[src/sv/wall_column_texel_mapper_top_defines.svh]
// Assertion macros for the wall column texel mapper.
`ifndef WALL_COLUMN_TEXEL_MAPPER_TOP_DEFINES_SVH
`define WALL_COLUMN_TEXEL_MAPPER_TOP_DEFINES_SVH

// Condition must hold in the same cycle as the trigger.
`define WCM_ASSERT_NOW(label, clk, rst, ante, cons, msg) \
   label: assert property (@(posedge clk) disable iff (rst) (ante) |-> (cons)) else $error(msg);

// Condition must hold in the cycle after the trigger.
`define WCM_ASSERT_NEXT(label, clk, rst, ante, cons, msg) \
   label: assert property (@(posedge clk) disable iff (rst) (ante) |=> (cons)) else $error(msg);

`endif

[src/sv/wcm_pkg.sv]
// Shared types and constants for the wall column texel mapper.
`default_nettype none

package wcm_pkg;

   localparam int TEX_W   = 11;
   localparam int FRAME_W = 19;
   localparam int TEXEL_W = 20;
   localparam int QBITS   = 19;
   localparam int REM_W   = 36;
   localparam int HDIV_W  = 16;
   localparam int D_W     = 26;
   localparam int N_W     = 37;

   typedef enum logic {
      CSR_TEXTURE_WIDTH  = 1'b0,
      CSR_TEXTURE_HEIGHT = 1'b1
   } wcm_csr_type;

   typedef struct packed {
      logic               valid;
      logic               wr;
      logic               neg;
      logic               sat;
      logic [REM_W-1:0]   rem;
      logic [HDIV_W-1:0]  div;
      logic [QBITS-1:0]   q;
      logic [TEX_W-1:0]   col;
      logic [FRAME_W-1:0] frame;
   } wcm_div_type;

   typedef struct packed {
      logic               valid;
      logic               write_pixel;
      logic [FRAME_W-1:0] frame_index;
      logic [TEXEL_W-1:0] texel_index;
   } wcm_rsp_type;

endpackage

`default_nettype wire

[src/sv/wcm_div.sv]
// Restoring divider pipeline, one quotient bit per stage.
`default_nettype none

module wcm_div import wcm_pkg::*; (
   input  wire logic  clock,
   input  wire logic  reset,
   input  wire logic  ce,
   input  wire wcm_div_type div_in,
   output wcm_div_type div_out
);

   wcm_div_type stg_src [QBITS];
   wcm_div_type stg_in  [QBITS];
   wcm_div_type stg_ff  [QBITS];

   assign stg_src[0] = div_in;

   for (genvar k = 0; k < QBITS; k++) begin : g_stage
      localparam int Bit = QBITS - 1 - k;

      logic [REM_W-1:0] sub_val;
      logic [REM_W:0]   diff;

      if (k > 0) begin : g_link
         assign stg_src[k] = stg_ff[k-1];
      end

      always_comb begin
         sub_val    = REM_W'(stg_src[k].div) << Bit;
         diff       = {1'b0, stg_src[k].rem} - {1'b0, sub_val};
         stg_in[k]  = stg_src[k];
         if (!diff[REM_W]) begin
            stg_in[k].rem    = diff[REM_W-1:0];
            stg_in[k].q[Bit] = 1'b1;
         end
      end

      always_ff @(posedge clock) begin
         if (reset) begin
            stg_ff[k] <= '0;
         end else if (ce) begin
            stg_ff[k] <= stg_in[k];
         end
      end
   end

   assign div_out = stg_ff[QBITS-1];

endmodule

`default_nettype wire

[config.mk]
export PLATFORM = sky130hd
export DESIGN_NAME = wcm_div
export DESIGN_NICKNAME = d
export VERILOG_FILES = /design/src/sv/wall_column_texel_mapper_top_defines.svh /design/src/sv/wcm_pkg.sv /design/src/sv/wcm_div.sv
export SDC_FILE = /design/constraint.sdc
export NUM_CORES = 2
export LEC_CHECK = 0
export ABC_CLOCK_PERIOD_IN_PS = 62500
export BUFFER_PORTS_ARGS = -buffer_cell sky130_fd_sc_hd__buf_2
export CORE_MARGIN = 2
export CORE_UTILIZATION = 60
export CTS_BUF_LIST = sky130_fd_sc_hd__clkbuf_8
export DETAILED_ROUTE_END_ITERATION = 16
export PLACE_DENSITY = 0.77
export SLEW_MARGIN = 10
export SYNTH_ARGS = -nofsm -noshare
export SYNTH_HDL_FRONTEND = slang
export SYNTH_SLANG_ARGS = --single-unit
[constraint.sdc]
create_clock -name clock -period 62.5 [get_ports clock]
set_clock_uncertainty 0.1 [all_clocks]
set_input_delay 0 -clock clock [delete_from_list [all_inputs] [get_ports clock]]
set_output_delay 0 -clock clock [all_outputs]
set_load 0.01 [all_outputs]
# --- After elaboration in Yosys (flattened, before gate mapping) ---
# Memory sizes are Yosys's and may differ from the RTL's.
# Index checks and enable logic that the tools add are counted.
word_totals:
  elab_cells: 101
  inputBits: 108
  memories: 1
  out_inout_bits: 105
  reg_bits: 0
  mem_bits_rw: 1995
mem_list:
  columns: ["name", "depth", "width", "rd", "rd_clocked_by_memory_dff", "write_ports", "line", "rtl"]
  rows:
  - ["stg_ff", 19, 105, 19, 0, 19, "wcm_div.sv:14", "wcm_div_type stg_ff [QBITS];"]
op_classes:
  mux: 62
  addsub: 19
  bitwise_logic: 19
ops:
  columns: ["cell", "count"]
  rows:
  - ["$mux W105", 19]
  - ["$mux W36", 19]
  - ["$sub A36 B16 Y37", 1]
  - ["$sub A36 B17 Y37", 1]
  - ["$sub A36 B18 Y37", 1]
  - ["$sub A36 B19 Y37", 1]
  - ["$sub A36 B20 Y37", 1]
  - ["$sub A36 B21 Y37", 1]
  - ["$sub A36 B22 Y37", 1]
  - ["$sub A36 B23 Y37", 1]
  - ["$sub A36 B24 Y37", 1]
  - ["$sub A36 B25 Y37", 1]
  - ["$sub A36 B26 Y37", 1]
  - ["$sub A36 B27 Y37", 1]
  - ["$sub A36 B28 Y37", 1]
  - ["$sub A36 B29 Y37", 1]
  - ["$sub A36 B30 Y37", 1]
  - ["$sub A36 B31 Y37", 1]
  - ["$sub A36 B32 Y37", 1]
  - ["$sub A36 B33 Y37", 1]
  - ["$sub A36 B34 Y37", 1]
  - ["$mux W1", 24]
  - ["$or A1 B1 Y1", 19]

# --- Depth between registers and ports, before layout ---
logic_depth:
  ltp_word: 4
  ltp_mapped: 14
  depth_no_buf: 13

# --- Worst setup path after synthesis ---
# Ideal clock, no wire load.
synth_path:
  path_type: "input to register"
  start: "input reset"
  end: "memory stg_ff[0][0] (netlist bit), enable pin"
  setup_time_ps: 1571
  setup_slack_ps: 37212
  arrival_ps: 23617
  path_buffers: 0
  required_ps: 60829
  stages: 1
  path_cell_list: "or2_2"
synth_rtl:
  columns: ["element", "line", "rtl"]
  rows:
  - ["start: declaration", "wcm_div.sv:6", "input wire logic reset,"]
  - ["end: declaration", "wcm_div.sv:14", null]

==> impl_metrics.env <==
export IMPL_period_needed_ns=6.448
export IMPL_synthCells=7618
export IMPL_largest_register_ffs=1995
export IMPL_syn_nets=8049
export IMPL_endpoint_kind="register"
export IMPL_wire_per_inst_um=16.41
export IMPL_clock_latency_ns=0.96
export IMPL_yosysSeqAreaShare_pct=64.03
export IMPL_cts_setup_buffers=0
export IMPL_top_regs="stg_ff (1995)"
export IMPL_layout_common_cells="edfxtp_1, and2_1, nor2_1"
export IMPL_grt_ovfl_total=0
export IMPL_yosysUniqueCellTypes=89
export IMPL_wl_um=171100
export IMPL_dp_cells=9624
export IMPL_ios=213
export IMPL_viasPerCell=5.448
export IMPL_postSynthAreaPerCell_um2=12.28
export IMPL_design_area_mm2=0.1046
export IMPL_final_layout_size_suffix_gt1_share_pct=8.555
export IMPL_grtUsageTotal_pct=21.51
export IMPL_first_pass_iters=6
export IMPL_rows=144
export IMPL_clk_pin_slew_ns=0.06
export IMPL_maxCapViolCount=0
export IMPL_rsz0062_at_grt="false"
export IMPL_synth_area_mm2=0.09356
export IMPL_num_fill_cells=10960
export IMPL_synth_compound_area_share_pct=7.049
export IMPL_synth_fa_ha_area_share_pct=4.472
export IMPL_worstPathRequired_ns=62.94
export IMPL_clockRootBuffer="clkbuf_8"
export IMPL_fmax_ghz=0.1551
export IMPL_port_buffers=212
export IMPL_crit_path_start="ce"
export IMPL_slew_headroom_pct=16.64
export IMPL_crit_end="stg_ff[4][82]$_SDFFCE_PN0P_"
export IMPL_grt_max_degree=350
export IMPL_worstReg2RegStart="stg_ff[1][81]$_SDFFCE_PN0P_"
export IMPL_maxSlewViolCount=0
export IMPL_criticalPathCategory="primary input to register"
export IMPL_hold_class="primary input to register"
export IMPL_area_delta_synth_final_pct=11.76
export IMPL_whs_ns=0.1377
export IMPL_antenna_found_initial=2
export IMPL_synthXorXnorAreaFrac_pct=3.267
export IMPL_coreArea_mm2=0.1544
export IMPL_layout_commonest_cell="edfxtp_1"
export IMPL_cts_sinks=1995
export IMPL_start_util_pct=60.59
export IMPL_synth_top_family_by_area="simple AND/OR/NAND/NOR gates"
export IMPL_cts_path_max_buffers=4
export IMPL_r2r_end="stg_ff[2][84]$_SDFFCE_PN0P_"
export IMPL_gp_congestion=0.9119
export IMPL_die_w_um=398.9
export IMPL_synth_edff_count=1995
export IMPL_leakage_nw=42.24
export IMPL_setup_ws_ns=56.05
export IMPL_muxShareOfSynthArea_pct=1.039
export IMPL_place_area_mm2=0.09653
export IMPL_grt_pass1_wl_um=280200
export IMPL_final_setup_tns_ns=0
export IMPL_nNetsFinal=8582
export IMPL_dp_final_hpwl_um=109100
export IMPL_drt_iter0_markers=4411
export IMPL_drcViolationCount=0
export IMPL_num_vias=56801
export IMPL_status="finished clean"
export IMPL_synth_warnings=0
export IMPL_grt_pass1_vias=56055
export IMPL_cellPowerDensity_mw_per_mm2=31.51
export IMPL_rrSetupSlack_ns=57.39
export IMPL_tightest_slew_ns=1.250
export IMPL_antenna_left=0
export IMPL_post_route_period_util_pct=10.32
export IMPL_finalHoldViolations=0
export IMPL_cts_made_buffers=339
export IMPL_arrival_ns=6.89
export IMPL_crit_fanout=90
export IMPL_synth_simple_area_share_pct=17.34
export IMPL_place_ws_ns=55.55
export IMPL_largest_register="stg_ff"
export IMPL_cp_start_kind="primary input"
export IMPL_ys_flop_type="edfxtp_1"
export IMPL_ys_seq_elements=1995
export IMPL_post_layout_nonfiller_instances=10426
export IMPL_h_tree_depth=5
export IMPL_finalSetupViolCount=0
export IMPL_cts_tree="done"
export IMPL_utilization_pct=67.72
export IMPL_power_mw=3.295
export IMPL_die_h_um=398.9
export IMPL_reg2reg_depth=12
export IMPL_ir_drop_v=0.00002036
export IMPL_dieArea_mm2=0.1591
export IMPL_synthArstFlopShare_pct=0
-- worst min-delay path by stage --
stage | from | to | cells past startpoint
final | ce | stg_ff[18][92]$_SDFFCE_PN0P_ | 4
after global routing | div_in[84] | stg_ff[0][84]$_SDFFCE_PN0P_ | 5
after CTS | div_in[84] | stg_ff[0][84]$_SDFFCE_PN0P_ | 5
after detailed placement | div_in[78] | stg_ff[0][78]$_SDFFCE_PN0P_ | 2
after global placement | div_in[47] | stg_ff[0][47]$_SDFFCE_PN0P_ | 2
after floorplan | div_in[0] | stg_ff[0][0]$_SDFFCE_PN0P_ | 1
-- logic make-up after synthesis --
| kind of cell | after synthesis |
|---|---|
| AOI/OAI and AO/OA | 1056 |
| muxes | 97 |
| adders and majority gates | 323 |
| and+or+nand+nor | 3111 |
| DFF | 1995 |
| buffers and inverters | 687 |
| xor gates and xnor gates | 349 |
-- report_power, final --
part / internal (mW) / switching (mW) / total (mW)
combinational: 0.266 / 0.373 / 0.639
clock: 0.518 / 0.484 / 1.00
sequential: 1.60 / 0.0538 / 1.65
-- synth_stat cells (7+ instances only) --
| master | count | share of area [%] |
|---|---|---|
| edfxtp_1 | 1995 | 64 |
| and2_1 | 1196 | 8.0 |
| nor2_1 | 924 | 3.7 |
| a21oi_1 | 387 | 2.1 |
| inv_1 | 387 | 1.6 |
| nand2_1 | 334 | 1.3 |
| ha_1 | 304 | 4.1 |
| clkbuf_1 | 274 | 1.1 |
| xnor2_1 | 213 | 2.0 |
| o21ai_0 | 185 | 0.99 |
| xor2_1 | 136 | 1.3 |
| nor3_1 | 122 | 0.65 |
| nand3_1 | 97 | 0.52 |
| mux2i_1 | 96 | 1.0 |
| a21o_1 | 92 | 0.74 |
| or3_1 | 80 | 0.53 |
| a211oi_1 | 73 | 0.59 |
| nand2b_1 | 68 | 0.45 |
| o21a_1 | 66 | 0.53 |
| nor2b_1 | 59 | 0.39 |
| nor4_1 | 51 | 0.34 |
| or2_2 | 40 | 0.27 |
| a31oi_1 | 36 | 0.24 |
| or4_1 | 36 | 0.29 |
| o31ai_1 | 32 | 0.26 |
| nand4_1 | 31 | 0.21 |
| o211ai_1 | 25 | 0.20 |
| o21bai_1 | 24 | 0.19 |
| fa_1 | 19 | 0.41 |
| buf_1 | 18 | 0.072 |
| and3_1 | 17 | 0.11 |
| o2111ai_1 | 16 | 0.15 |
| o22ai_1 | 16 | 0.11 |
| a31o_2 | 10 | 0.094 |
| nand3b_1 | 10 | 0.080 |
| nand4b_1 | 10 | 0.094 |
| a21boi_0 | 9 | 0.072 |
| nor3b_1 | 8 | 0.064 |
| o31a_1 | 8 | 0.075 |
| a211o_1 | 7 | 0.066 |
| o41ai_1 | 7 | 0.066 |
-- layout make-up --
type,instances,area (um^2),share of cell area (%)
diodes,1,2.502,0.002393
clock buffers,347,4776,4.567
clock inverters,224,942.2,0.9010
inverters,387,1453,1.389
multi-input cells,4936,31090,29.73
flip-flops and latches,1995,59910,57.29
well taps,2044,2557,2.446
repair buffers,492,3836,3.669
-- worst max-delay path, stage by stage --
cell           delay (ns)
dlygate4sd3_1        0.52
buf_2                0.14
or2_4                0.64
buf_4                0.89
buf_4                0.74
buf_4                0.87
buf_4                0.90
buf_4                0.93
buf_4                0.95
-- per-layer routing --
layer	routed length (um)	GRT usage (%)	part of all wire (%)
met5	0	0	0
met4	5667	8.410	3.3
met3	7472	3.196	4.4
met2	85430	36.94	50
met1	72480	27.61	42
-- timing repair --
| item | CTS | global route |
|---|---|---|
| hold buffers | 230 | 0 |
| endpoints found under the hold margin | 273 | 0 |
| resized for setup | 0 | 0 |
| endpoints found under the setup margin | 0 | 0 |
No activity file was read; power rests on OpenSTA's default activity.
