===== src/sv/wall_column_texel_mapper_top_defines.svh =====
// Assertion macros for the wall column texel mapper.
`ifndef WALL_COLUMN_TEXEL_MAPPER_TOP_DEFINES_SVH
`define WALL_COLUMN_TEXEL_MAPPER_TOP_DEFINES_SVH

// Condition must hold in the same cycle as the trigger.
`define WCM_ASSERT_NOW(label, clk, rst, ante, cons, msg) \
   label: assert property (@(posedge clk) disable iff (rst) (ante) |-> (cons)) else $error(msg);

// Condition must hold in the cycle after the trigger.
`define WCM_ASSERT_NEXT(label, clk, rst, ante, cons, msg) \
   label: assert property (@(posedge clk) disable iff (rst) (ante) |=> (cons)) else $error(msg);

`endif


===== src/sv/wcm_pkg.sv =====
// Shared types and constants for the wall column texel mapper.
`default_nettype none

package wcm_pkg;

   localparam int TEX_W   = 11;
   localparam int FRAME_W = 19;
   localparam int TEXEL_W = 20;
   localparam int QBITS   = 19;
   localparam int REM_W   = 36;
   localparam int HDIV_W  = 16;
   localparam int D_W     = 26;
   localparam int N_W     = 37;

   typedef enum logic {
      CSR_TEXTURE_WIDTH  = 1'b0,
      CSR_TEXTURE_HEIGHT = 1'b1
   } wcm_csr_type;

   typedef struct packed {
      logic               valid;
      logic               wr;
      logic               neg;
      logic               sat;
      logic [REM_W-1:0]   rem;
      logic [HDIV_W-1:0]  div;
      logic [QBITS-1:0]   q;
      logic [TEX_W-1:0]   col;
      logic [FRAME_W-1:0] frame;
   } wcm_div_type;

   typedef struct packed {
      logic               valid;
      logic               write_pixel;
      logic [FRAME_W-1:0] frame_index;
      logic [TEXEL_W-1:0] texel_index;
   } wcm_rsp_type;

endpackage

`default_nettype wire


===== src/sv/wcm_front.sv =====
// Front stages: ray hit fraction, texture column, row numerator and divider set-up.
`default_nettype none

module wcm_front import wcm_pkg::*; #(
   parameter int SCREEN_W = 640,
   parameter int SCREEN_H = 480
) (
   input  wire logic               clock,
   input  wire logic               reset,
   input  wire logic               ce,
   input  wire logic               in_valid,
   input  wire logic [11:0]        pixel_x,
   input  wire logic [15:0]        pixel_y,
   input  wire logic [15:0]        wall_top,
   input  wire logic [15:0]        wall_bottom,
   input  wire logic               hit_side,
   input  wire logic [31:0]        ray_origin_x,
   input  wire logic [31:0]        ray_origin_y,
   input  wire logic [31:0]        ray_step_x,
   input  wire logic [31:0]        ray_step_y,
   input  wire logic [30:0]        wall_distance,
   input  wire logic [TEX_W-1:0]   tex_width,
   input  wire logic [TEX_W-1:0]   tex_height,
   output wcm_div_type             div_out
);

   localparam int RowBits = $clog2(SCREEN_H);
   localparam int ColBits = $clog2(SCREEN_W);
   localparam int SwBits  = $clog2(SCREEN_W + 1);
   localparam int SumBits = (RowBits + SwBits + 1 > FRAME_W) ? RowBits + SwBits + 1 : FRAME_W;
   localparam logic [D_W-1:0] HalfScreen = D_W'(SCREEN_H * 128);

   typedef struct packed {
      logic        valid;
      logic        wr;
      logic        flip;
      logic [15:0] org;
      logic [31:0] prod;
      logic [16:0] h;
      logic [15:0] py;
      logic [11:0] px;
   } f1_type;

   typedef struct packed {
      logic               valid;
      logic               wr;
      logic               flip;
      logic [31:0]        frac;
      logic [D_W-1:0]     d;
      logic [16:0]        h;
      logic [FRAME_W-1:0] frame;
   } f2_type;

   typedef struct packed {
      logic               valid;
      logic               wr;
      logic               flip;
      logic [42:0]        colprod;
      logic [N_W-1:0]     n;
      logic [16:0]        h;
      logic [FRAME_W-1:0] frame;
   } f3_type;

   typedef struct packed {
      logic               valid;
      logic               wr;
      logic               neg;
      logic [TEX_W-1:0]   col;
      logic [REM_W-1:0]   a;
      logic [HDIV_W-1:0]  b;
      logic [FRAME_W-1:0] frame;
   } f4_type;

   f1_type      f1_ff, f1_in;
   f2_type      f2_ff, f2_in;
   f3_type      f3_ff, f3_in;
   f4_type      f4_ff, f4_in;
   wcm_div_type f5_ff, f5_in;

   logic [16:0]            height;
   logic                   on_screen;
   logic [SumBits-1:0]     frame_sum;
   logic signed [N_W-1:0]  n_prod;
   logic [N_W-1:0]         n_neg;
   logic [TEX_W-1:0]       col_raw;

   always_comb begin
      height    = {wall_bottom[15], wall_bottom} - {wall_top[15], wall_top};
      on_screen = !pixel_y[15] && (pixel_y < 16'(SCREEN_H))
                  && !pixel_x[11] && (pixel_x < 12'(SCREEN_W));
      f1_in.valid = in_valid;
      f1_in.wr    = on_screen && (height != 17'd0);
      f1_in.flip  = hit_side ? ray_step_x[31] : (!ray_step_y[31] && (ray_step_y != 32'd0));
      f1_in.org   = hit_side ? ray_origin_x[15:0] : ray_origin_y[15:0];
      f1_in.prod  = 32'(wall_distance) * (hit_side ? ray_step_x : ray_step_y);
      f1_in.h     = height;
      f1_in.py    = pixel_y;
      f1_in.px    = pixel_x;
   end

   always_comb begin
      frame_sum   = SumBits'(f1_ff.py[RowBits-1:0]) * SumBits'(SCREEN_W)
                    + SumBits'(f1_ff.px[ColBits-1:0]);
      f2_in.valid = f1_ff.valid;
      f2_in.wr    = f1_ff.wr;
      f2_in.flip  = f1_ff.flip;
      f2_in.frac  = {f1_ff.org, 16'd0} + f1_ff.prod;
      f2_in.d     = {{2{f1_ff.py[15]}}, f1_ff.py, 8'd0} - HalfScreen
                    + {{2{f1_ff.h[16]}}, f1_ff.h, 7'd0};
      f2_in.h     = f1_ff.h;
      f2_in.frame = f1_ff.wr ? frame_sum[FRAME_W-1:0] : '0;
   end

   always_comb begin
      n_prod        = $signed(f2_ff.d) * $signed({1'b0, tex_height});
      f3_in.valid   = f2_ff.valid;
      f3_in.wr      = f2_ff.wr;
      f3_in.flip    = f2_ff.flip;
      f3_in.colprod = 43'(f2_ff.frac) * 43'(tex_width);
      f3_in.n       = n_prod;
      f3_in.h       = f2_ff.h;
      f3_in.frame   = f2_ff.frame;
   end

   always_comb begin
      col_raw     = f3_ff.colprod[42:32];
      n_neg       = -f3_ff.n;
      f4_in.valid = f3_ff.valid;
      f4_in.wr    = f3_ff.wr;
      f4_in.neg   = f3_ff.n[N_W-1] ^ f3_ff.h[16];
      f4_in.col   = (f3_ff.flip && (tex_width != '0)) ? tex_width - col_raw - 11'd1 : col_raw;
      f4_in.a     = f3_ff.n[N_W-1] ? n_neg[REM_W-1:0] : f3_ff.n[REM_W-1:0];
      f4_in.b     = f3_ff.h[16] ? 16'(-f3_ff.h) : f3_ff.h[15:0];
      f4_in.frame = f3_ff.frame;
   end

   always_comb begin
      f5_in.valid = f4_ff.valid;
      f5_in.wr    = f4_ff.wr;
      f5_in.neg   = f4_ff.neg;
      f5_in.sat   = f4_ff.a >= {1'b0, f4_ff.b, 19'd0};
      f5_in.rem   = f4_ff.a;
      f5_in.div   = f4_ff.b;
      f5_in.q     = '0;
      f5_in.col   = f4_ff.col;
      f5_in.frame = f4_ff.frame;
   end

   always_ff @(posedge clock) begin
      if (reset) begin
         f1_ff <= '0;
         f2_ff <= '0;
         f3_ff <= '0;
         f4_ff <= '0;
         f5_ff <= '0;
      end else if (ce) begin
         f1_ff <= f1_in;
         f2_ff <= f2_in;
         f3_ff <= f3_in;
         f4_ff <= f4_in;
         f5_ff <= f5_in;
      end
   end

   assign div_out = f5_ff;

endmodule

`default_nettype wire


===== config.mk =====
export PLATFORM = sky130hd
export DESIGN_NAME = wcm_front
export DESIGN_NICKNAME = d
export VERILOG_FILES = /design/src/sv/wall_column_texel_mapper_top_defines.svh /design/src/sv/wcm_pkg.sv /design/src/sv/wcm_front.sv
export SDC_FILE = /design/constraint.sdc
export NUM_CORES = 2
export LEC_CHECK = 0
export BUFFER_PORTS_ARGS = -buffer_cell sky130_fd_sc_hd__buf_2
export CAP_MARGIN = 10
export CORE_MARGIN = 2
export CORE_UTILIZATION = 50
export CTS_CLUSTER_SIZE = 10
export DETAILED_ROUTE_END_ITERATION = 8
export PLACE_DENSITY = 0.68
export SLEW_MARGIN = 25
export SYNTH_ARGS = -nofsm -noshare
export SYNTH_HDL_FRONTEND = slang
export SYNTH_SLANG_ARGS = --single-unit

===== constraint.sdc =====
create_clock -name clock -period 15.14 [get_ports clock]
set_clock_uncertainty 0.05 [all_clocks]
set_input_delay 2.271 -clock clock [delete_from_list [all_inputs] [get_ports clock]]
set_output_delay 2.271 -clock clock [all_outputs]
set_load 0.02 [all_outputs]

# After elaboration in Yosys (flattened, before gate mapping)
# Index checks and enable logic that the tools add are counted.
[classes]
add_sub_neg = 9
mul = 4
n_lt_le_gt_ge = 3
mux = 7
n_bitwise = 1
n_reduce_logical = 12
[op_table]
columns = ["cell", "n"]
rows = [
  ["$mul 32x11->43", 1],
  ["$mul 26x12->37", 1],
  ["$ge 36x35->1", 1],
  ["$mux 36", 1],
  ["$neg 36->36", 1],
  ["$add 32x32->32", 1],
  ["$mul 31x32->32", 1],
  ["$mux 16", 2],
  ["$mux 32", 1],
  ["$reduce_bool 32->1", 1],
  ["$add 25x24->26", 1],
  ["$sub 24x17->25 const B", 1],
  ["$add 19x10->19", 1],
  ["$mux 19", 1],
  ["$reduce_bool 17->1", 1],
  ["$sub 16x16->17", 1],
  ["$lt 16x9->1 const B", 1],
  ["$neg 16->16", 1],
  ["$lt 12x10->1 const B", 1],
  ["$mul 9x3->12 const B", 1],
  ["$mux 11", 1],
  ["$reduce_bool 11->1", 1],
  ["$sub 11x1->11 const B", 1],
  ["$sub 11x11->11", 1],
  ["4 further kinds", 11],
]
[word_totals]
register_bits = 481
out_inout_bits = 105

# Logic depth before layout (Yosys ltp)
[logic_depth]
word_depth = 5
ltp_mapped = 30
mapped_depth_nobuf = 27

# Worst setup path after synthesis
# No wires, ideal clock.
[synth_path]
path_type = "in2reg"
from = "input hit_side"
to = "register f1_ff[76] (netlist bit)"
setup_ns = 0.128
arrival_ns = 9.218
path_slack_ns = 5.744
stages = 28
n_path_buf = 3
path_cell_list = "clkbuf_1 buf_2 mux2_2 clkbuf_1 and2_1 fa_1 fa_1 fa_1 inv_1 fa_1 inv_1 fa_1 inv_1 fa_1 inv_1 fa_1 fa_1 ha_1 a21o_1 a21oi_1 nor2_1 o41a_1 a22o_1 a311o_1 a31oi_1 xnor2_1 mux2i_1 nor2_1"
[synth_between]
elab_chain_cells = 2
[synth_lines]
columns = ["element", "line_no", "rtl"]
rows = [
  ["from (decl)", "wcm_front.sv:16", "input wire logic hit_side,"],
  ["$mux 32", "wcm_front.sv:95", "f1_in.prod = 32'(wall_distance) * (hit_side ? ray_step_x : ray_step_y);"],
  ["$mul 31x32->32", "wcm_front.sv:95", ""],
  ["to (signal assigned)", "wcm_front.sv:157", "f1_ff <= f1_in;"],
  ["to (decl)", "wcm_front.sv:74", "f1_type f1_ff, f1_in;"],
]
# No other way between the ends.
# A chain may end at the register's enable or synchronous reset.

# Final worst setup path
[layout_path]
from = "input hit_side"
to = "register f1_ff[72] (netlist bit)"
# Same word-level chain as after synthesis.

==> results.md <==
* Hold Vio Cnt, Final at 0
* Synthesized area per cell at around 9.0 µm²
* Postcts setup bufs at 0
* Final period util at 0.654
* Post-synthesis cell count at 5755
* Layout fillers at roughly 9500
* Rows at ~120
* All-Layer GR Usage at 0.244
* Io pins at roughly 350
* Post-synthesis register bit count at 420
* CP Capture Point: f1_ff[72]
* Max-slew headroom at the worst pin at 0.322
* Synth unique cells at 79
* Final wirelength at roughly 130000 µm
* Clock Tree Root: clkbuf_16
* H-tree depth at 2
* PostCTS Resize Cnt at 0
* Total gr overflow at 0
* YS warnings at 0
* Cts hold-fix bufs at 0
* Largest net degree at the start of global routing at 85
* Die ar. at ~110000 µm²
* Core area at ~100000 µm²
* Final GP Congestion at between 0.8 and 0.9
* Initial core utilization at 0.503
* Total CTS buffers at 48
* Fin Setup TNS at 0 ns
* Most common cell after layout, fill and taps aside: inv_1
* Post-Syn Area at 52000 µm²
* Post-synth ARST share at 0
* Fmax at roughly 0.1 GHz
* Setup-failing EPs final at 0
* TritonRoute pass-1 iters at 5
* CTS tree: yes
* Slew Viols, Final at 0
* Setup CP Type: input pin to flop
* Post-synth EDFFs at 0
* Nets at 7295
* Measured slew at the worst slew-check pin at 0.991 ns
* Worst R2R End: col_raw[9]
* Final Critical Period at a little under 10 ns
* WP data required at 15.60 ns
* Critical Path AT at 10.36 ns
* Worst-case clock buffer depth at 3
* Critical Path Start Type: input pin
* Die W at between 300 and 400 µm
* Critical path startpoint: hit_side
* Commonest cells after routing, fill and taps aside: inv_1, fa_1, nand2_1, nor2_1, and2_1
* Internal reg-to-reg setup slack at 8.57 ns
* DRC viols at 0
* Synth area leader: fa_1
* Vias/cell at 5.33
* Hpwl dp at a little under 100000 µm
* Vias in the first global route at about 40000
* First-pass GRT wire length at between 200000 and 250000 µm
* Ratio of cells with drive above 1 in the final layout at 0.0702
* Iteration-0 DRC Markers at roughly 2100
* CP max FO at 50
* Clock slew at reported path FFs at 0.05 ns
* RR Startpoint: f2_ff[70]
* Routed Antenna Nets at 0
* Worst reg-to-reg path cell count at 18
* P&R area growth vs syn at 6.47%
* Sequential-to-total area share from yosys stat at 0.162
* Die height at approximately 330 µm
* Avg WL per Cell at 17.9 µm
* Clock Sinks at 420
* Skew-Pair Late Insertion Delay at approximately 0.60 ns
* Crit. End Element: flop
* Status: finished, final reports clean
* ANT cells at 0
* Initial antenna violation count at 0
* Largest cells by area after synthesis: fa_1, dfxtp_1, ha_1, inv_1, and2_1
* Max_cap viols at 0
* Vias at about 38000
* Area share of the largest cell type after synthesis at 0.334
* RSZ-0062 raised after global routing: no
* Worst Hold Class: flop to flop
* I/O Buffers at 292
* Ys flop type: dfxtp_1
## through the flow
step	utilization	instance area (µm²)	worst slack [ns]	hold slack, ns	instances
after CTS	0.535	55300	5.23	0.400	7193
final	0.535	55300	5.24	0.396	7193
after detailed placement	0.523	54100	4.57	0.392	7140
after global placement	0.523	54100	4.68	0.386	7140
after floorplan	-	52100	5.74	0.375	5780
after global routing	0.535	55300	4.69	0.435	7193
## metal layers
layer	up-vias	track usage	share of wire
met3	190	0.0352	0.062
met2	1153	0.397	0.46
met5	-	0	0
met1	19200	0.343	0.46
li1	17800	-	-
met4	0	0.0639	0.024
## sequential cells by signal, indices dropped and copies added, names as in the netlist
name,count
f2_ff,89
f3_ff,69
div_out,79
col_raw,11
f4_ff,78
f1_ff,94
## critical path, cell delays in order
cell and delay, ns:
buf_2 0.07, buf_4 0.62, mux2_2 0.78, and2_1 0.24, fa_1 0.43, fa_1 0.52, inv_1 0.06, fa_1 0.51
inv_1 0.05, fa_1 0.43, ha_1 0.28, ha_1 0.29, fa_1 0.50, fa_1 0.41, ha_1 0.40, nand2_1 0.10
nor4b_1 0.48, o21ai_1 0.18, a311oi_1 0.80, a21oi_1 0.27, nor2_1 0.15, o22ai_1 0.09, xor2_1 0.16, a211oi_1 0.23
## how the worst min path moves through the flow
stage / from / endpoint / slack [ns] / depth (start not counted)
after floorplan: col_raw[4] / col_raw[4] / 0.38 / 2
after global placement: col_raw[4] / col_raw[4] / 0.39 / 2
after detailed placement: f2_ff[17] / f2_ff[17] / 0.39 / 2
after CTS: col_raw[8] / col_raw[8] / 0.40 / 2
after global routing: col_raw[7] / col_raw[7] / 0.44 / 2
final: col_raw[8] / col_raw[8] / 0.40 / 2
## kinds of logic (layout without fill, tap and decap cells)
family          Yosys count  count (layout)  share of synthesized area
compound gates          497             497                     0.0630
xor+xnor                221             221                     0.0378
fa+ha+maj              1239            1239                      0.424
buf+inv                1232            1265                     0.0911
flops                   420             420                      0.162
mux                     309             309                     0.0603
other cells               1              26                  0.0000722
simple gates           1836            1836                      0.162
## cell usage after synthesis, drive strengths merged (83+ instances only)
cell	count
inv	901
fa	868
nand2	743
nor2	459
and2	451
dfxtp	420
ha	371
mux2i	276
clkbuf	263
xnor2	136
a21oi	117
o21ai	99
a211oi	85
xor2	83
## final cells by class
class / count / area, µm² / share of cell area
Multi-Input combinational cell: 4128 / 38900 / 0.704
Sequential cell: 420 / 8410 / 0.152
Inverter: 901 / 3380 / 0.0611
Tap cell: 1380 / 1730 / 0.0312
Timing Repair Buffer: 311 / 1620 / 0.0293
Clock buffer: 49 / 1200 / 0.0218
Clock inverter: 4 / 52.6 / 0.000950
Power is not shown: default switching activity piles up to over one toggle a cycle in this logic, so the estimate is an artifact.
