--- src/sv/wall_column_texel_mapper_top_defines.svh ---
// Assertion macros for the wall column texel mapper.
`ifndef WALL_COLUMN_TEXEL_MAPPER_TOP_DEFINES_SVH
`define WALL_COLUMN_TEXEL_MAPPER_TOP_DEFINES_SVH

// Condition must hold in the same cycle as the trigger.
`define WCM_ASSERT_NOW(label, clk, rst, ante, cons, msg) \
   label: assert property (@(posedge clk) disable iff (rst) (ante) |-> (cons)) else $error(msg);

// Condition must hold in the cycle after the trigger.
`define WCM_ASSERT_NEXT(label, clk, rst, ante, cons, msg) \
   label: assert property (@(posedge clk) disable iff (rst) (ante) |=> (cons)) else $error(msg);

`endif

--- src/sv/wcm_pkg.sv ---
// Shared types and constants for the wall column texel mapper.
`default_nettype none

package wcm_pkg;

   localparam int TEX_W   = 11;
   localparam int FRAME_W = 19;
   localparam int TEXEL_W = 20;
   localparam int QBITS   = 19;
   localparam int REM_W   = 36;
   localparam int HDIV_W  = 16;
   localparam int D_W     = 26;
   localparam int N_W     = 37;

   typedef enum logic {
      CSR_TEXTURE_WIDTH  = 1'b0,
      CSR_TEXTURE_HEIGHT = 1'b1
   } wcm_csr_type;

   typedef struct packed {
      logic               valid;
      logic               wr;
      logic               neg;
      logic               sat;
      logic [REM_W-1:0]   rem;
      logic [HDIV_W-1:0]  div;
      logic [QBITS-1:0]   q;
      logic [TEX_W-1:0]   col;
      logic [FRAME_W-1:0] frame;
   } wcm_div_type;

   typedef struct packed {
      logic               valid;
      logic               write_pixel;
      logic [FRAME_W-1:0] frame_index;
      logic [TEXEL_W-1:0] texel_index;
   } wcm_rsp_type;

endpackage

`default_nettype wire

--- src/sv/wcm_back.sv ---
// Back stages: texture row clamp and texel index.
`default_nettype none

module wcm_back import wcm_pkg::*; (
   input  wire logic             clock,
   input  wire logic             reset,
   input  wire logic             ce,
   input  wire logic [TEX_W-1:0] tex_width,
   input  wire logic [TEX_W-1:0] tex_height,
   input  wire wcm_div_type      div_in,
   output wcm_rsp_type           result
);

   typedef struct packed {
      logic               valid;
      logic               wr;
      logic [TEX_W-1:0]   row;
      logic [TEX_W-1:0]   col;
      logic [FRAME_W-1:0] frame;
   } b1_type;

   b1_type      b1_ff, b1_in;
   wcm_rsp_type b2_ff, b2_in;

   logic [TEX_W-1:0]   q_hi;
   logic [2*TEX_W:0]   texel_sum;

   always_comb begin
      q_hi        = div_in.q[QBITS-1:QBITS-TEX_W];
      b1_in.valid = div_in.valid;
      b1_in.wr    = div_in.wr;
      b1_in.col   = div_in.col;
      b1_in.frame = div_in.frame;
      if ((tex_height == '0) || div_in.neg) begin
         b1_in.row = '0;
      end else if (div_in.sat || (q_hi >= tex_height)) begin
         b1_in.row = tex_height - 11'd1;
      end else begin
         b1_in.row = q_hi;
      end
   end

   always_comb begin
      texel_sum         = (2*TEX_W+1)'(b1_ff.row) * (2*TEX_W+1)'(tex_width)
                          + (2*TEX_W+1)'(b1_ff.col);
      b2_in.valid       = b1_ff.valid;
      b2_in.write_pixel = b1_ff.wr;
      b2_in.frame_index = b1_ff.frame;
      b2_in.texel_index = b1_ff.wr ? texel_sum[TEXEL_W-1:0] : '0;
   end

   always_ff @(posedge clock) begin
      if (reset) begin
         b1_ff <= '0;
         b2_ff <= '0;
      end else if (ce) begin
         b1_ff <= b1_in;
         b2_ff <= b2_in;
      end
   end

   assign result = b2_ff;

endmodule

`default_nettype wire

--- config.mk ---
export PLATFORM = sky130hd
export DESIGN_NAME = wcm_back
export DESIGN_NICKNAME = d
export VERILOG_FILES = /design/src/sv/wall_column_texel_mapper_top_defines.svh /design/src/sv/wcm_pkg.sv /design/src/sv/wcm_back.sv
export SDC_FILE = /design/constraint.sdc
export NUM_CORES = 1
export LEC_CHECK = 0
export ABC_CLOCK_PERIOD_IN_PS = 7100
export BUFFER_PORTS_ARGS = -buffer_cell sky130_fd_sc_hd__buf_4
export CORE_ASPECT_RATIO = 1.5
export CORE_MARGIN = 2
export CORE_UTILIZATION = 55
export CTS_BUF_LIST = sky130_fd_sc_hd__clkbuf_8
export DETAILED_ROUTE_END_ITERATION = 12
export GPL_TIMING_DRIVEN = 1
export PLACE_DENSITY = 0.82
export SETUP_SLACK_MARGIN = 0.5
export SYNTH_ARGS = -nofsm -noshare
export SYNTH_HDL_FRONTEND = slang
export SYNTH_SLANG_ARGS = --single-unit
--- constraint.sdc ---
create_clock -name clock -period 7.1 [get_ports clock]
set_input_delay 0.71 -clock clock [delete_from_list [all_inputs] [get_ports clock]]
set_output_delay 0.71 -clock clock [all_outputs]
set_load 0.05 [all_outputs]
# [Word level (Yosys, flattened, before mapping)]
# Cells that the tools add are included.
# W data, S select, Z words.
[word_totals] register_bits=84 wordCells=19
[classes] add_sub_neg=2 mul=1 order_cmp=1 n_mux=3 n_reduce_logical=3
[ops] cell="$mux W11" count=2
[ops] cell="$add A20 B11 Y20" count=1
[ops] cell="$mul A11 B11 Y20" count=1
[ops] cell="$mux W20" count=1
[ops] cell="$ge A11 B11 Y1" count=1
[ops] cell="$logic_not A11 Y1" count=1
[ops] cell="$sub A11 B1 Y11 const B" count=1
[ops] cell="$logic_or A1 B1 Y1" count=2

# [Depth between registers and ports, before layout]
# Gate-level depths: netlist of the first run.
[depth] ltp_word=4 ltp_mapped=20

# [Worst setup path before layout of the first run]
# No wires, ideal clock.
[synth_path] path_kind="input to register" from="input port tex_width[5]" to="register b2_ff, in the netlist result[16]" arrival_ns=5.334 path_slack_ns=1.649 path_stages=18 cell_sequence="clkbuf_1 nand2_1 fa_1 fa_1 inv_1 fa_1 fa_1 inv_1 fa_1 inv_1 ha_1 clkbuf_1 nand3_1 nor2_1 a31oi_1 a41oi_1 or3_1 a32o_1"
[synth_via] elab_chain_cells=3
[synth_rtl] element="from (decl)" line_no="wcm_back.sv:8" rtl="input wire logic [TEX_W-1:0] tex_width,"
[synth_rtl] element="$mul A11 B11 Y20" line_no="wcm_back.sv:44" rtl="texel_sum = (2*TEX_W+1)'(b1_ff.row) * (2*TEX_W+1)'(tex_width)"
[synth_rtl] element="$add A20 B11 Y20" line_no="wcm_back.sv:45" rtl="+ (2*TEX_W+1)'(b1_ff.col);"
[synth_rtl] element="$mux W20" line_no="wcm_back.sv:49" rtl="b2_in.texel_index = b1_ff.wr ? texel_sum[TEXEL_W-1:0] : '0;"
[synth_rtl] element="to (signal assigned)" line_no="wcm_back.sv:58" rtl="b2_ff <= b2_in;"
[synth_rtl] element="to (decl)" line_no="wcm_back.sv:23" rtl="wcm_rsp_type b2_ff, b2_in;"
# Every way passes these cells.
# A chain may end at the register's enable or synchronous reset.

# [Worst setup path after layout of the first run]
[layout_path] from="register b1_ff[34] (netlist bit)" to="register b2_ff, in the netlist result[16]"
[layout_via] elab_chain_cells=3
[layout_rtl] element="from (decl)" line_no="wcm_back.sv:22" rtl="b1_type b1_ff, b1_in;"
[layout_rtl] element="from (signal assigned)" line_no="wcm_back.sv:57" rtl="b1_ff <= b1_in;"
[layout_rtl] element="$mul A11 B11 Y20" line_no="wcm_back.sv:44"
[layout_rtl] element="$add A20 B11 Y20" line_no="wcm_back.sv:45"
[layout_rtl] element="$mux W20" line_no="wcm_back.sv:49"
# Every way passes these cells.

==> results of run 1 <==
flip-flops by register name, summed over array words and instances (netlist names):
| name | flops |
|---|---|
| b1_ff | 43 |
| result | 41 |
how the worst max path moves through the flow:
stage | from | to | slack [ns] | cells past startpoint
global placement | tex_width[5] | result[16] | 1.43 | 17
finish | b1_ff[34] | result[16] | 1.59 | 16
CTS | b1_ff[34] | result[16] | 1.54 | 16
floorplan | tex_width[5] | result[16] | 1.65 | 18
global route | b1_ff[34] | result[18] | 1.32 | 16
detailed placement | tex_width[6] | result[16] | 1.39 | 17
layer usage:
metal,routed length (um),track usage
met5,0,0
met4,370,0.07466
met3,880,0.04699
met2,8738,0.4274
met1,6288,0.2801
cells in the mapped netlist, types with 2 or more instances:
library cell / count / area, um2
a2111oi_2: 2 / 30.03
a211oi_1: 2 / 15.01
a21o_1: 7 / 52.55
a21oi_1: 22 / 110.1
a31oi_1: 4 / 25.02
a32o_1: 3 / 30.03
a41oi_1: 3 / 26.28
and2_1: 50 / 312.8
clkbuf_1: 42 / 157.7
dfxtp_1: 84 / 1682
fa_1: 90 / 1802
ha_1: 63 / 788.3
inv_1: 140 / 525.5
mux2i_1: 63 / 630.6
nand2_1: 102 / 382.9
nand2b_1: 5 / 31.28
nand3_1: 12 / 60.06
nand3b_1: 2 / 15.01
nand4_1: 3 / 18.77
nor2_1: 76 / 285.3
nor2b_1: 10 / 62.56
nor3b_1: 3 / 22.52
nor4_1: 2 / 12.51
o21ai_0: 7 / 35.03
o21ai_1: 13 / 65.06
o21ai_2: 10 / 87.58
o31ai_1: 3 / 22.52
or3_1: 5 / 31.28
xnor2_1: 17 / 148.9
xor2_1: 3 / 26.28
where the power goes:
part	internal [mW]	switching [mW]	total, mW
Sequential	0.492	0.0225	0.515
Clock	0.208	0.179	0.387
Combinational	0.181	0.252	0.433
Total	0.881	0.454	1.33
logic make-up (layout without fill, tap and decap cells):
family / after synthesis / after routing / share of synthesized area
XOR/XNOR: 21 / 21 / 0.02512
flip-flops: 84 / 84 / 0.2207
AND/OR/NAND/NOR: 276 / 276 / 0.1688
buffers and inverters: 186 / 270 / 0.09276
AO/OA/AOI/OAI: 80 / 80 / 0.07010
multiplexers: 63 / 63 / 0.08274
adder cells (fa/ha/maj): 153 / 153 / 0.3398
per-stage QoR:
step | cells | instance area [um2] | hold WS (ns) | utilization | total power [mW]
final | 1109 | 8732 | 0.4477 | 0.6452 | 1.335
after global routing | 1109 | 8732 | 0.4702 | 0.6452 | 1.424
after CTS | 1109 | 8732 | 0.4502 | 0.6452 | 1.347
after detailed placement | 1093 | 8507 | 0.4381 | 0.6286 | 0.9583
after global placement | 1093 | 8507 | 0.4357 | 0.6286 | 0.9490
after floorplan | 863 | 7621 | 0.4601 | - | 0.8363
worst max-delay path: stages (launching register included):
cell and delay (ns):
dfxtp_1 0.65, nand2_1 0.16, fa_1 0.51, fa_1 0.54, inv_1 0.06, fa_1 0.51
fa_1 0.54, inv_1 0.07, fa_1 0.54, inv_1 0.04, ha_1 0.38, nand3_1 0.18
nor2_1 0.06, a31oi_1 0.36, a41oi_1 0.21, or3_1 0.34, a32o_1 0.25
cell type report:
cell class	count	area, um2
multi-input combinational	593	5245
fill	1112	4801
sequential	84	1682
timing repair buffer	113	848.3
inverter	141	529.3
tap	162	202.7
clock buffer	10	137.6
clock inverter	6	87.58
==> results.tsv, run 1 <==
stage	metric	value	unit
timing	Setup-failing EPs final	0	
final_layout	layout cells sized above 1	0.1521	
worst_setup_path	CP Capture Type	register	
logic_synthesis	flops & latches, synth	84	
worst_setup_path	CP arrival	5.77	ns
run	max-cap check violation count	0	
clock_network	CTS root buffer	clkbuf_8	
timing	Slew Limit Fails	0	
global_route	vias in the first global route	6155	
final_layout	most frequent cells in the layout	inv_1, buf_4, nand2_1	
floorplanning	Initial Utilization	0.5631	
clock_network	CTS Hold Bufs	0	
timing	Slew HR	0.3110	
drt	DRT antenna net count	0	
logic_synthesis	Cells after Synth	863	
floorplanning	die span in y	148.2	um
timing	setup_tns	0	ns
worst_hold_path	Hold Path Class	reg2reg	
worst_setup_path	WP data required	7.36	ns
worst_setup_path	R2R depth	16	
logic_synthesis	EDFF count, synth	0	
floorplanning	Die Wd	100.1	um
global_route	initial antenna violation count	0	
clock_network	H-Tree Level Count	3	
floorplanning	Rows	52	
logic_synthesis	Ys Warns	0	
drt	via count	5917	
timing	worst-margin pin slew	1.034	ns
drt	Starting DRT DRC Count	311	
placed_design	dpl ws	1.392	ns
placed_design	Placer Congestion	0.8824	
timing	setup ws final	1.586	ns
worst_setup_path	crit path launch type	register	
drt	DRC Markers	0	
logic_synthesis	ys async rst share	0	
timing	fmax	181.4	MHz
clock_network	Post-CTS Setup Bufs	0	
clock_network	Worst-Skew Late Latency	0.36	ns
logic_synthesis	post-synthesis cell area	0.007621	mm2
power_and_ir_drop	pwr dens	152.9	mW/mm2
placed_design	Final HPWL DP	13170	um
floorplanning	# IOs	171	
worst_hold_path	HP Start	result[13]	
timing	fin crit share	0.7766	
worst_hold_path	hold depth	2	
clock_network	CTS sink cnt	84	
worst_hold_path	Hold Path End	result[13]	
clock_network	# resized after CTS	0	
final_layout	ant diodes	0	
timing	Hold Violations, Final	0	
drt	via/cell ratio	5.335	
drt	first-pass iteration count of the detailed router	4	
logic_synthesis	Syn Nets	1146	
run_status	status	finished, final reports clean	
worst_setup_path	crit path kind	reg2reg	
placed_design	PortBufs	110	
drt	drt total wl	16280	um
timing	RSZ-0062 raised after global routing	no	
global_route	remaining global-route overflow	0	
floorplanning	Die Area	0.01483	mm2
clock_network	Worst-path clk slew	0.08	ns
worst_setup_path	r2r setup slk	1.59	ns
final_layout	P&R area growth vs syn	14.58	%
clock_network	Clock Tree Buf Depth	2	
drt	wire per inst	14.68	um
timing	Worst Skew	0.008259	ns
worst_setup_path	Critical R2R Capture	result[16]	
power_and_ir_drop	leakage	4.426	nW
logic_synthesis	Most used DFF post-synth	dfxtp_1	
final_layout	most common cell after layout, fill and taps aside	inv_1	
timing	final critical-path required period	5.514	ns
global_route	global-route wire length before repair	28310	um
clock_network	total CTS buffers	9	
global_route	Total GRT Usage	0.2365	
worst_setup_path	CP Max Fanout	12	
worst_setup_path	worst flop-to-flop path startpoint	b1_ff[34]	
global_route	largest net degree at the start of global routing	69	
logic_synthesis	Cell variety after synth	45	
final_layout	Net count, final	1225	
power_and_ir_drop	Max VDD drop	170.3	uV
floorplanning	core area	0.01353	mm2
logic_synthesis	Avg Cell Area, Syn	8.831	um2
logic_synthesis	sequential fraction of the synthesis area	0.2207	
clock_network	CTS tree	done	
Power figures use the tool's default switching activity.
==> run 2, diff against run 1 <==
--- a/config.mk
+++ b/config.mk
@@ -5,7 +5,7 @@
 export SDC_FILE = /design/constraint.sdc
 export NUM_CORES = 1
 export LEC_CHECK = 0
-export ABC_CLOCK_PERIOD_IN_PS = 7100
+export ABC_CLOCK_PERIOD_IN_PS = 5500
 export BUFFER_PORTS_ARGS = -buffer_cell sky130_fd_sc_hd__buf_4
 export CORE_ASPECT_RATIO = 1.5
 export CORE_MARGIN = 2
==> constraint.sdc (replaced) <==
create_clock -name clock -period 5.5 [get_ports clock]
set_input_delay 0.55 -clock clock [delete_from_list [all_inputs] [get_ports clock]]
set_output_delay 0.55 -clock clock [all_outputs]
set_load 0.05 [all_outputs]
==> run 2 against run 1 <==
Net effect:
- clock skew down 0.0011 ns
- register-to-register slack lost 0.99 ns
- flip-flop and latch count did not move
- routed wire length rose by 3.1%
- sequential power rose by 27%
- first-iteration DRC count down 31%
- critical path depth grew 1
- global-route usage grew 0.49 points
- count of clock-buffer cells in the layout up 1
- via count grew 1.1%
- worst hold slack lost 0.022 ns
==> results.tsv, run 2 (synthesis gave the netlist of run 1 again) <==
stage	metric	value	unit	change
drt	wire per inst	14.92	um	+1.7%
clock_network	total CTS buffers	9		unchanged
final_layout	most common cell after layout, fill and taps aside	inv_1		
floorplanning	core area	0.01353	mm2	unchanged
drt	WL met2	8986	um	+2.8%
clock_network	CTS tree	done		
timing	Hold Slack	0.4254	ns	-0.02233 ns
worst_setup_path	WP data required	5.75	ns	-1.61 ns
drt	DRC Markers	0		unchanged
drt	DRT antenna net count	0		unchanged
drt	met3 wire len	717	um	-19%
worst_setup_path	r2r setup slk	0.60	ns	-0.99 ns
global_route	largest net degree at the start of global routing	69		unchanged
drt	Starting DRT DRC Count	214		-31%
floorplanning	Rows	52		unchanged
global_route	remaining global-route overflow	0		unchanged
clock_network	Worst-Skew Late Latency	0.35	ns	about the same
clock_network	CTS Hold Bufs	0		unchanged
final_layout	most frequent cells in the layout	inv_1, buf_4, nand2_1		
clock_network	Clock Tree Buf Depth	2		unchanged
run	max-cap check violation count	0		unchanged
timing	Slew HR	0.3095		-0.001513
power_and_ir_drop	leakage	4.518	nW	+2.1%
worst_setup_path	R2R depth	17		+1
worst_hold_path	hold depth	3		+1
timing	worst-margin pin slew	1.036	ns	+0.002270 ns
timing	Hold Violations, Final	0		unchanged
final_layout	layout cells sized above 1	0.1942		+0.04213
final_layout	ant diodes	0		unchanged
drt	via count	5984		+1.1%
worst_setup_path	CP arrival	5.15	ns	-0.62 ns
placed_design	PortBufs	110		unchanged
final_layout	Net count, final	1242		+1.4%
final_layout	Largest register FFs	43		unchanged
timing	RSZ-0062 raised after global routing	no		
worst_setup_path	CP Max Fanout	6		-6
final_layout	final core occ	0.6635		+0.01821
drt	drt total wl	16790	um	+3.1%
worst_setup_path	Worst Setup SP	b1_ff[34]		
placed_design	dpl ws	0.2192	ns	-1.173 ns
final_layout	non-filler cells, final	1125		+1.4%
global_route	initial antenna violation count	0		unchanged
clock_network	H-Tree Level Count	3		unchanged
global_route	Total GRT Usage	0.2414		+0.004855
timing	Setup-failing EPs final	0		unchanged
placed_design	Final HPWL DP	13680	um	+3.9%
floorplanning	Initial Utilization	0.5631		unchanged
final_layout	Biggest register	b1_ff		
global_route	vias in the first global route	6343		+3.1%
floorplanning	# IOs	171		unchanged
clock_network	CTS root buffer	clkbuf_8		
floorplanning	Die Wd	100.1	um	unchanged
worst_setup_path	Critical R2R Capture	result[16]		
placed_design	Post-Place Cells	1105		+1.1%
floorplanning	Die Area	0.01483	mm2	unchanged
worst_setup_path	crit-path max cell delay	0.54	ns	-0.11 ns
floorplanning	die span in y	148.2	um	unchanged
worst_hold_path	Hold Path End	b1_ff[10]		
timing	Worst Skew	0.007119	ns	-0.001140 ns
worst_setup_path	most used cell, CP	fa_1		
worst_setup_path	CP Capture Type	register		
drt	via/cell ratio	5.319		-0.31%
drt	first-pass iteration count of the detailed router	5		+1
worst_hold_path	Hold Path Class	in2reg		
timing	final critical-path required period	4.902	ns	-0.6117 ns
worst_setup_path	crit path launch type	register		
timing	setup_tns	0	ns	unchanged
worst_setup_path	CP max-delay cell	fa_1		
power_and_ir_drop	Pwr Total	1.725	mW	+29%
timing	setup ws final	0.5978	ns	-0.9883 ns
placed_design	Cell Area, Placed	0.008652	mm2	+1.7%
drt	Post-Route M1 WL	6604	um	+5.0%
worst_setup_path	worst flop-to-flop path startpoint	b1_ff[34]		
worst_hold_path	HP Start	div_in[10]		
timing	fin crit share	0.8913		+0.1147
drt	DR top layer	met4		
worst_setup_path	crit path kind	reg2reg		
worst_setup_path	CP top delay family	adder cells		
final_layout	P&R area growth vs syn	17.81	%	
clock_network	CTS sink cnt	84		unchanged
run_status	status	finished, final reports clean		
global_route	global-route wire length before repair	28800	um	+1.7%
power_and_ir_drop	Max VDD drop	240.5	uV	+41%
power_and_ir_drop	pwr dens	192.2	mW/mm2	+26%
clock_network	Worst-path clk slew	0.08	ns	about the same
final_layout	post-route cell area	0.008979	mm2	+2.8%
worst_setup_path	CP cell instances	buf_4, nand2_1, fa_1, fa_1, fa_1, inv_1, fa_1, inv_1, fa_1, inv_1, ha_4, nand3_2, nor2_1, a31oi_2, a41oi_2, or3_1, a32o_1		
timing	fmax	204.0	MHz	+12%
worst_setup_path	CP bufs+invs	4		+1
placed_design	Placer Congestion	0.8987		+1.8%
timing	Slew Limit Fails	0		unchanged
## run 2: changes by cell type in the layout (fill, tap and decap cells not counted), sizes merged
cell,change
buf,+17
clkinv,+3
clkinvlp,-2
inv,-2
bufinv,-1
clkbuf,+1
## run 2: worst max-delay path by stage
stage          cells past startpoint          to  slack (ns)
3_3_place_gp                      17  result[16]        0.23
6_report                          17  result[16]        0.60
3_5_place_dp                      17  result[16]        0.22
5_1_grt                           19  result[16]        0.46
2_1_floorplan                     18  result[16]        0.51
4_1_cts                           17  result[16]        0.53
## run 2: what timing repair did
action,4_1_cts,5_1_grt
gates resized for setup,13,19
setup buffers,0,5
endpoints found under the setup margin,3,6
cloned,0,0
pin swaps,1,9
## run 2: layout make-up
type	instances	area [um2]
multi-input combinational	593	5350
clock inverter	4	48.80
timing repair buffer	130	979.7
clock buffer	11	151.4
inverter	141	529.3
sequential	84	1717
tap	162	202.7
fill	1091	4554
## run 2: power by group
part | switching [mW] | internal, mW | total [mW]
clock | 0.214 | 0.231 | 0.445
sequential | 0.0215 | 0.634 | 0.655
combinational | 0.356 | 0.268 | 0.625
## run 2: tightest hold or removal path: cells and delay by family
| kind | cells | cell delay, ns |
|---|---|---|
| buf+inv | 1 | 0.08 |
| mux | 1 | 0.05 |
| simple gates | 1 | 0.07 |
## run 2: per-layer routing
layer	up-vias	GRT usage
li1	2891	-
met1	2914	0.2789
met2	139	0.4372
met3	40	0.04934
met4	0	0.08767
met5	-	0
==> run 3, diff against run 2 <==
--- a/config.mk
+++ b/config.mk
@@ -7,14 +7,14 @@
 export LEC_CHECK = 0
 export ABC_CLOCK_PERIOD_IN_PS = 5500
 export BUFFER_PORTS_ARGS = -buffer_cell sky130_fd_sc_hd__buf_4
-export CORE_ASPECT_RATIO = 1.5
 export CORE_MARGIN = 2
-export CORE_UTILIZATION = 55
+export CORE_UTILIZATION = 40
 export CTS_BUF_LIST = sky130_fd_sc_hd__clkbuf_8
 export DETAILED_ROUTE_END_ITERATION = 12
 export GPL_TIMING_DRIVEN = 1
-export PLACE_DENSITY = 0.82
+export PLACE_DENSITY = 0.63
 export SETUP_SLACK_MARGIN = 0.5
+export SLEW_MARGIN = 20
 export SYNTH_ARGS = -nofsm -noshare
 export SYNTH_HDL_FRONTEND = slang
 export SYNTH_SLANG_ARGS = --single-unit
==> run 3 against run 2 <==
Net effect:
- first-iteration DRC count up 6.5%
- count of clock-buffer cells in the layout decreased by 2
- die area rose by 36%
- critical endpoint is now result[18]
- critical path type unchanged
==> results.tsv, run 3 (synthesis gave the netlist of run 1 again) <==
stage	metric	value	unit	change
run_status	status	finished, final reports clean		
drt	DRT antenna net count	0		unchanged
worst_setup_path	CP cell instances	nand2_1, fa_2, fa_1, fa_1, inv_1, fa_1, inv_1, fa_1, inv_1, ha_4, a21oi_1, nor2b_1, o21ai_2, a41oi_2, or3_1, a32o_1		
worst_setup_path	crit path kind	reg2reg		
run	max-cap check violation count	0		unchanged
global_route	global-route wire length before repair	29270	um	+1.6%
final_layout	Largest register FFs	43		unchanged
drt	Starting DRT DRC Count	228		+6.5%
timing	worst-margin pin slew	0.8092	ns	-0.2265 ns
final_layout	ant diodes	0		unchanged
worst_setup_path	CP arrival	5.06	ns	-0.09 ns
floorplanning	Die Area	0.02017	mm2	+36%
clock_network	total CTS buffers	9		unchanged
worst_setup_path	WP data required	5.76	ns	about the same
floorplanning	Die Wd	142.0	um	+42%
final_layout	most common cell after layout, fill and taps aside	inv_1		
clock_network	Worst-path clk slew	0.09	ns	about the same
final_layout	most frequent cells in the layout	inv_1, buf_4, nand2_1		
timing	Slew HR	0.4605		+0.1510
drt	via count	5813		-2.9%
final_layout	Fillers	1811		+66%
clock_network	Worst-Skew Late Latency	0.37	ns	+0.02 ns
power_and_ir_drop	leakage	4.532	nW	+0.31%
worst_setup_path	CP Capture Type	register		
clock_network	Clock Tree Buf Depth	2		unchanged
drt	DRC Markers	0		unchanged
final_layout	final core occ	0.4868		-0.1767
timing	setup_tns	0	ns	unchanged
drt	wire per inst	14.06	um	-5.8%
worst_setup_path	CP max-delay cell	fa_2		
global_route	initial antenna violation count	0		unchanged
placed_design	Placer Congestion	0.8128		-9.6%
drt	drt total wl	16900	um	+0.66%
clock_network	CTS Hold Bufs	0		unchanged
floorplanning	Initial Utilization	0.4074		-0.1557
worst_hold_path	Hold Path Class	in2reg		
timing	fmax	208.5	MHz	+2.2%
clock_network	H-Tree Level Count	3		unchanged
placed_design	Final HPWL DP	13600	um	-0.56%
timing	final critical-path required period	4.797	ns	-0.1052 ns
timing	Hold Slack	0.4126	ns	-0.01273 ns
worst_setup_path	most used cell, CP	fa_1		
worst_setup_path	r2r setup slk	0.70	ns	+0.11 ns
global_route	Total GRT Usage	0.1794		-0.06195
placed_design	dpl ws	0.2254	ns	+0.006249 ns
clock_network	CTS root buffer	clkbuf_8		
final_layout	Net count, final	1246		+0.32%
floorplanning	core area	0.01871	mm2	+38%
global_route	vias in the first global route	5955		-6.1%
timing	setup ws final	0.7030	ns	+0.1052 ns
timing	Hold Violations, Final	0		unchanged
floorplanning	# IOs	171		unchanged
final_layout	Biggest register	b1_ff		
final_layout	P&R area growth vs syn	19.47	%	
timing	Worst Skew	0.01177	ns	+0.004646 ns
drt	via/cell ratio	4.836		-9.1%
floorplanning	Rows	50		-3.8%
power_and_ir_drop	Max VDD drop	166.6	uV	-31%
worst_setup_path	CP Max Fanout	7		+1
placed_design	PortBufs	110		unchanged
clock_network	CTS tree	done		
drt	first-pass iteration count of the detailed router	4		-1
floorplanning	die span in y	142.0	um	-4.1%
worst_setup_path	crit path launch type	register		
global_route	remaining global-route overflow	0		unchanged
timing	RSZ-0062 raised after global routing	yes		
final_layout	layout cells sized above 1	0.2004		+0.006228
clock_network	CTS sink cnt	84		unchanged
timing	Slew Limit Fails	0		unchanged
power_and_ir_drop	pwr dens	192.0	mW/mm2	about the same
worst_setup_path	crit-path max cell delay	0.58	ns	+0.04 ns
timing	fin crit share	0.8722		-0.01913
global_route	largest net degree at the start of global routing	69		unchanged
timing	Setup-failing EPs final	0		unchanged
==> run 3: cell count changes in the layout (fill, tap and decap cells not counted), sizes merged <==
cell / change
clkbuf: -2
inv: +3
buf: +4
clkinvlp: +2
clkinv: -2
==> run 3: final timing paths <==
| check | from | end | cells past startpoint |
|---|---|---|---|
| max | b1_ff[35] | result[18] | 16 |
| min | div_in[24] | b1_ff[24] | 3 |
| max reg2reg | b1_ff[35] | result[18] | 16 |
| min reg2reg | result[17] | result[17] | 2 |
==> run 3: final cells by class <==
type                            instances  area, um2  area share
Inverter                              141      529.3     0.05813
Clock inverter                          7      81.33    0.008932
Sequential cell                        84       1710      0.1879
Tap cell                              234      292.8     0.03216
Multi-Input combinational cell        593       5346      0.5872
Timing Repair Buffer                  134       1021      0.1121
Clock buffer                            9      123.9     0.01360
==> run 3: routing by layer <==
metal  track usage  share of wire  routed length (um)
met1        0.2487           0.48                8050
met2        0.2860           0.46                7787
met3       0.03802          0.053                 891
met4       0.04632         0.0099                 168
met5             0              0                   0
==> run 3: worst max-delay path, delay by kind of cell (launching register included) <==
kind / cells / cell delay, ns
AO/OA/AOI/OAI: 4 / 0.78
AND/OR/NAND/NOR: 3 / 0.49
buffers and inverters: 3 / 0.17
adder cells (fa/ha/maj): 6 / 2.86
flip-flops: 1 / 0.39
==> run 3: stage by stage <==
stage	power [mW]	instance area (um2)	instances
2_1_floorplan	1.110	7735	863
3_3_place_gp	1.272	8752	1180
3_5_place_dp	1.274	8752	1180
4_1_cts	1.748	8981	1196
5_1_grt	1.880	9105	1202
6_report	1.748	9105	1202
==> run 3: what timing repair did <==
| item | 4_1_cts | 5_1_grt |
|---|---|---|
| buffers inserted | 0 | 6 |
| pin swaps | 4 | 17 |
| endpoints found under the setup margin | 4 | 5 |
| gates resized for setup | 11 | 23 |
==> run 3: power breakdown <==
group | internal [mW] | switching, mW
Combinational | 0.276 | 0.357
Clock | 0.217 | 0.244
Sequential | 0.634 | 0.0204
Total | 1.13 | 0.622
